<file path="config.mk">
export PLATFORM = sky130hd
export DESIGN_NAME = bdq_ctrl
export DESIGN_NICKNAME = d
export VERILOG_FILES = /design/src/rtl/bdq_pkg.sv /design/src/rtl/bdq_ctrl.sv
export SDC_FILE = /design/constraint.sdc
export NUM_CORES = 1
export LEC_CHECK = 0
export ABC_AREA = 1
export CORE_AREA = 2 2 39 41
export CTS_CLUSTER_DIAMETER = 150
export DETAILED_ROUTE_END_ITERATION = 12
export DIE_AREA = 0 0 41 43
export DONT_BUFFER_PORTS = 1
export PLACE_DENSITY = 0.38
export SLEW_MARGIN = 20
export SYNTH_ARGS = -nofsm -noshare
export SYNTH_HDL_FRONTEND = slang
export SYNTH_SLANG_ARGS = --single-unit
</file>
<file path="constraint.sdc">
create_clock -name clk -period 1.2 [get_ports clk]
set_clock_uncertainty 0.05 [all_clocks]
set_input_delay 0.24 -clock clk [delete_from_list [all_inputs] [get_ports clk]]
set_output_delay 0.24 -clock clk [all_outputs]
set_load 0.005 [all_outputs]
</file>
<file path="src/rtl/bdq_pkg.sv">
package bdq_pkg;

    localparam int MAX_DIM    = 64;
    localparam int KERNEL_MAX = 5;

    localparam int DIM_W      = $clog2(MAX_DIM);
    localparam int SIZE_W     = 7;
    localparam int KSIZE_W    = 3;
    localparam int MASK_W     = 25;
    localparam int CFG_W      = 25;
    localparam int CFG_IDX_W  = 3;
    localparam int ADDR_W     = 2 * DIM_W;
    localparam int TAP_W      = SIZE_W + 1;
    localparam int KCNT_W     = (KERNEL_MAX > 1) ? $clog2(KERNEL_MAX) : 1;
    localparam int KIDX_W     = (KERNEL_MAX > 1) ? $clog2(KERNEL_MAX * KERNEL_MAX) : 1;

    localparam logic [SIZE_W-1:0]  RST_WIDTH  = SIZE_W'(12);
    localparam logic [SIZE_W-1:0]  RST_HEIGHT = SIZE_W'(12);
    localparam logic [MASK_W-1:0]  RST_MASK   = '1;
    localparam logic [KSIZE_W-1:0] RST_KROWS  = KSIZE_W'(5);
    localparam logic [KSIZE_W-1:0] RST_KCOLS  = KSIZE_W'(5);
    localparam logic [KSIZE_W-1:0] RST_CROW   = KSIZE_W'(2);
    localparam logic [KSIZE_W-1:0] RST_CCOL   = KSIZE_W'(2);

    typedef enum logic [CFG_IDX_W-1:0] {
        CFG_IMAGE_WIDTH  = 3'd0,
        CFG_IMAGE_HEIGHT = 3'd1,
        CFG_KERNEL_MASK  = 3'd2,
        CFG_KERNEL_ROWS  = 3'd3,
        CFG_KERNEL_COLS  = 3'd4,
        CFG_CENTER_ROW   = 3'd5,
        CFG_CENTER_COL   = 3'd6
    } cfg_idx_t;

    localparam logic FUNC_WRITE = 1'b0;
    localparam logic FUNC_QUERY = 1'b1;

    typedef struct packed {
        logic load;
        logic scan;
        logic result_load;
    } bdq_cmd_t;

    typedef struct packed {
        logic query_now;
        logic bad_now;
        logic tap_last;
        logic rsp_free;
    } bdq_status_t;

endpackage

</file>
<file path="src/rtl/bdq_ctrl.sv">
module bdq_ctrl (
    input  logic                 clk,
    input  logic                 rst_n,
    input  logic                 req_valid,
    output logic                 req_ready,
    input  bdq_pkg::bdq_status_t status,
    output bdq_pkg::bdq_cmd_t    cmd
);
    import bdq_pkg::*;

    typedef enum logic [3:0] {
        ST_IDLE   = 4'b0001,
        ST_SCAN   = 4'b0010,
        ST_DRAIN  = 4'b0100,
        ST_FINISH = 4'b1000
    } state_t;

    state_t state_reg;
    state_t state_next;

    always_ff @(posedge clk or negedge rst_n)
    begin
        if (!rst_n)
        begin
            state_reg <= ST_IDLE;
        end
        else
        begin
            state_reg <= state_next;
        end
    end

    always_comb
    begin
        state_next = state_reg;
        cmd        = '0;
        req_ready  = 1'b0;
        case (state_reg)
            ST_IDLE:
            begin
                req_ready = 1'b1;
                if (req_valid)
                begin
                    cmd.load = 1'b1;
                    if (status.query_now && !status.bad_now)
                    begin
                        state_next = ST_SCAN;
                    end
                    else
                    begin
                        state_next = ST_FINISH;
                    end
                end
            end
            ST_SCAN:
            begin
                cmd.scan = 1'b1;
                if (status.tap_last)
                begin
                    state_next = ST_DRAIN;
                end
            end
            ST_DRAIN:
            begin
                state_next = ST_FINISH;
            end
            ST_FINISH:
            begin
                if (status.rsp_free)
                begin
                    cmd.result_load = 1'b1;
                    state_next      = ST_IDLE;
                end
            end
            default:
            begin
                state_next = ST_IDLE;
            end
        endcase
    end

    a_load_needs_room: assert property (@(posedge clk) disable iff (!rst_n)
        cmd.result_load |-> status.rsp_free)
        else $error("result loaded while output register busy");

    a_load_returns_idle: assert property (@(posedge clk) disable iff (!rst_n)
        cmd.result_load |=> state_reg == ST_IDLE)
        else $error("no return to idle after result");

    a_query_scans: assert property (@(posedge clk) disable iff (!rst_n)
        (cmd.load && status.query_now && !status.bad_now) |=> state_reg == ST_SCAN)
        else $error("valid query did not start scan");

    a_drain_after_last: assert property (@(posedge clk) disable iff (!rst_n)
        (state_reg == ST_SCAN && !status.tap_last) |=> state_reg == ST_SCAN)
        else $error("scan left before last tap");

endmodule

</file>
==> flow_summary.rst <==
.. list-table::
   :header-rows: 1

   * - Metric
     - Value
   * - Run status
     - finished, violations left
   * - Failing checks
     - negative setup slack
   * - Sum of overflow across all layers after global routing
     - 0
   * - Number of top-level pins
     - 11
   * - Kind of capture point of the worst setup path
     - primary output
   * - Max FFs per register
     - 4
   * - Number of CTS-inserted buffers
     - 3
   * - Net count reported at finish
     - 60
   * - Transition time of the tightest slew-check pin
     - ~0.18 ns
   * - Final instance area
     - 463 um^2
   * - Clock tree buffer depth
     - 2
   * - Leakage Power
     - roughly 0.25 nW
   * - Post-DP HPWL
     - between 400 and 500 um
   * - Cell variety after synth
     - 14
   * - Synth warn
     - 0
   * - Adder-Cell Fraction of Synth Area
     - 0
   * - Final Critical Period
     - about 1.4 ns
   * - Drt drc
     - 0
   * - Drt initial violations
     - 2
   * - Number of H-tree branching levels
     - 1
   * - Largest net degree at the start of global routing
     - 6
   * - Share of final-layout standard cells stronger than drive strength 1
     - 0.615
   * - Avg WL per Cell
     - roughly 10 um
   * - Pwr per Cell Area
     - 2330 nW/um^2
   * - Placeable Area
     - 1380 um^2
   * - Standard-cell rows
     - 14
   * - Mux contribution to synthesized area
     - 0
   * - RePlAce Congestion
     - between 0.6 and 0.7
   * - Final hold violations
     - 0
   * - Total cell area at the placement stage
     - roughly 330 um^2
   * - Dominant combinational cell family by area after synthesis
     - simple AND/OR/NAND/NOR gates
   * - Via count of the first global-routing pass
     - 256
   * - Worst setup margin
     - -0.188 ns
   * - Compound-gate portion of the synthesized area
     - 0.0947
   * - Sequential-to-total area share from yosys stat
     - 0.333
   * - Clock slew at the register clock pins of the worst setup and hold paths
     - around 0.030 ns
   * - Simple logic cell fraction of the synthesized area
     - 0.436
   * - Global-route wire length before repair
     - ~1 mm
   * - Count of TritonRoute iterations in the first routing pass
     - 4
   * - Arrival time of the worst setup path
     - 1.10 ns
   * - Setup repair after global routing missed its margin
     - true
   * - Antenna violations before repair
     - 0
   * - Antenna-violating nets left
     - 0
   * - Synth area leaders
     - sky130_fd_sc_hd__dfrtp_1 (25%), sky130_fd_sc_hd__nand3_2 (13%), sky130_fd_sc_hd__inv_1 (12%)
   * - Cell type with the highest aggregate area in the netlist
     - sky130_fd_sc_hd__dfrtp_1
   * - DIE AREA
     - between 1500 and 2000 um^2
   * - Reg2Reg Setup Slack
     - -0.16 ns
   * - Layout overhead on the synthesized area
     - 52.3%
   * - Number of standard cells in the final layout excluding fillers
     - slightly below 70
   * - Input/output buffers
     - 0
   * - Vias after detailed routing
     - 290
   * - Diode insertion count for antenna repair
     - 0
   * - Sum of routed wire length over all layers
     - just under 700 um
   * - Max-cap violation count
     - 0
   * - Critical Path Start Type
     - flop
   * - Number of vias per cell after detailed routing
     - 4.26
   * - Clock insertion delay at the later pin of the skew report
     - approximately 0.24 ns
   * - CTS sink count
     - 4
   * - Netlist Area Pre-Place
     - 304 um^2
   * - Starting density of the core
     - 0.220
   * - Fraction of synthesized cell area in xor and xnor cells
     - 0
   * - Final worst path period share
     - 1.16
   * - Maximum fanout count along the critical path
     - 4
   * - Max transition margin
     - 0.877
   * - Final setup violating endpoints
     - 7
   * - Root buffer cell
     - sky130_fd_sc_hd__clkbuf_4
   * - Finished Core Util
     - 0.335
   * - Required @ worst endpoint
     - around 0.9 ns
   * - Placed Cells incl. Taps
     - between 50 and 60
   * - Total Routing Usage GR
     - 0.0926
   * - Chip height
     - 43 um
   * - Path type of the worst setup path
     - reg2out
   * - Final total power
     - between 1 and 1.5 mW
   * - Worst IR Drop VDD
     - approximately 0.64 mV
   * - Post-synthesis instance total
     - 39
   * - Flops & latches, synth
     - 4
   * - Mean Syn Cell Area
     - between 7 and 8 um^2
   * - Net count after synthesis
     - 46
   * - Post-synth top area share
     - 0.247
   * - Pins Over Slew Limit
     - 0
   * - Achievable Freq
     - about 720 MHz
   * - CTS tree
     - built
   * - Horizontal die dimension
     - about 41 um
   * - Min-delay worst type
     - in2reg
[cell families after synthesis]
| kind of cell | Yosys count |
|---|---|
| AO/OA/AOI/OAI | 3 |
| buffers and inverters | 11 |
| flip-flops | 4 |
| AND/OR/NAND/NOR | 21 |
[routing by layer]
metal | vias to the layer above | routed length (um) | GRT usage | part of all wire
met5 | - | 0 | 0 | 0
met4 | 0 | 11 | 0.0800 | 0.016
met3 | 2 | 20 | 0.0314 | 0.029
met2 | 11 | 353 | 0.113 | 0.51
met1 | 134 | 302 | 0.123 | 0.44
li1 | 143 | - | - | -
[cell type report]
| type | instances | area, um^2 |
|---|---|---|
| Fill cell | 147 | 921 |
| Clock buffer | 4 | 26.3 |
| Inverter | 11 | 41.3 |
| Timing Repair Buffer | 9 | 77.6 |
| Tap cell | 16 | 20.0 |
| Multi-Input combinational cell | 24 | 195 |
| Sequential cell | 4 | 103 |
[worst max-delay path: stages, from the launching register on]
cell and delay, ns:
sky130_fd_sc_hd__dfstp_2 0.54, sky130_fd_sc_hd__inv_2 0.04, sky130_fd_sc_hd__nor2_4 0.12, sky130_fd_sc_hd__nand2_4 0.08, sky130_fd_sc_hd__nor2_4 0.08
[repair_timing]
| item | 4_1_cts | 5_1_grt |
|---|---|---|
| gates resized for setup | 3 | 9 |
| hold endpoints to repair | 4 | 0 |
| buffers inserted | 3 | 4 |
| setup endpoints to repair | 4 | 8 |
| pin swaps | 1 | 4 |
| hold buffers | 1 | 0 |
[final timing paths]
path	cells past startpoint	to	from
max in group asynchronous	1	state_reg[0]	rst_n
worst min register to register	3	state_reg[2]	state_reg[3]
worst max-delay path	4	cmd[2]	state_reg[0]
min in group asynchronous	1	state_reg[2]	rst_n
worst min-delay path	2	state_reg[1]	status[3]
worst max register to register	6	state_reg[1]	state_reg[0]
[per-stage QoR]
stage / hold WS (ns) / worst slack [ns] / TNS (ns)
after detailed placement: -0.106 / 0.00853 / 0
after CTS: 0.151 / -0.205 / -0.833
final: 0.144 / -0.188 / -1.02
after floorplan: -0.106 / 0.0549 / 0
after global routing: 0.142 / -0.240 / -1.46
after global placement: -0.106 / 0.00514 / 0
[cell usage after synthesis]
cell                       number
sky130_fd_sc_hd__inv_1         10
sky130_fd_sc_hd__nand2_1        5
sky130_fd_sc_hd__nand3_2        4
sky130_fd_sc_hd__dfrtp_1        3
sky130_fd_sc_hd__nand3_1        3
sky130_fd_sc_hd__nor2_1         3
sky130_fd_sc_hd__nor2_2         3
sky130_fd_sc_hd__nor2_4         2
sky130_fd_sc_hd__dfstp_2        1
sky130_fd_sc_hd__inv_2          1
sky130_fd_sc_hd__nand2_2        1
sky130_fd_sc_hd__o21ai_1        1
sky130_fd_sc_hd__o21bai_2       1
sky130_fd_sc_hd__o31ai_2        1
[layout by cell type, fill, tap and decap left out]
master and n:
sky130_fd_sc_hd__nand2_2 2, sky130_fd_sc_hd__clkbuf_4 3, sky130_fd_sc_hd__nand3_1 2, sky130_fd_sc_hd__o21ai_2 1, sky130_fd_sc_hd__nor2_4 4, sky130_fd_sc_hd__inv_2 1, sky130_fd_sc_hd__clkbuf_1 1, sky130_fd_sc_hd__o31ai_2 1
sky130_fd_sc_hd__buf_6 2, sky130_fd_sc_hd__nand2_1 3, sky130_fd_sc_hd__inv_1 10, sky130_fd_sc_hd__dfstp_2 1, sky130_fd_sc_hd__nand2_4 1, sky130_fd_sc_hd__buf_4 6, sky130_fd_sc_hd__dfrtp_1 2, sky130_fd_sc_hd__nor2_1 1
sky130_fd_sc_hd__dlygate4sd3_1 1, sky130_fd_sc_hd__dfrtp_2 1, sky130_fd_sc_hd__nor2_2 3, sky130_fd_sc_hd__nand3_2 5, sky130_fd_sc_hd__o21bai_2 1
[power by group]
group          total (mW)  switching (mW)  internal (mW)  leakage (nW)
combinational       0.673           0.336          0.337         0.186
sequential          0.224          0.0377          0.187        0.0494
clock               0.183          0.0577          0.125        0.0150
Note: power is estimated with default switching activity, not from simulation.
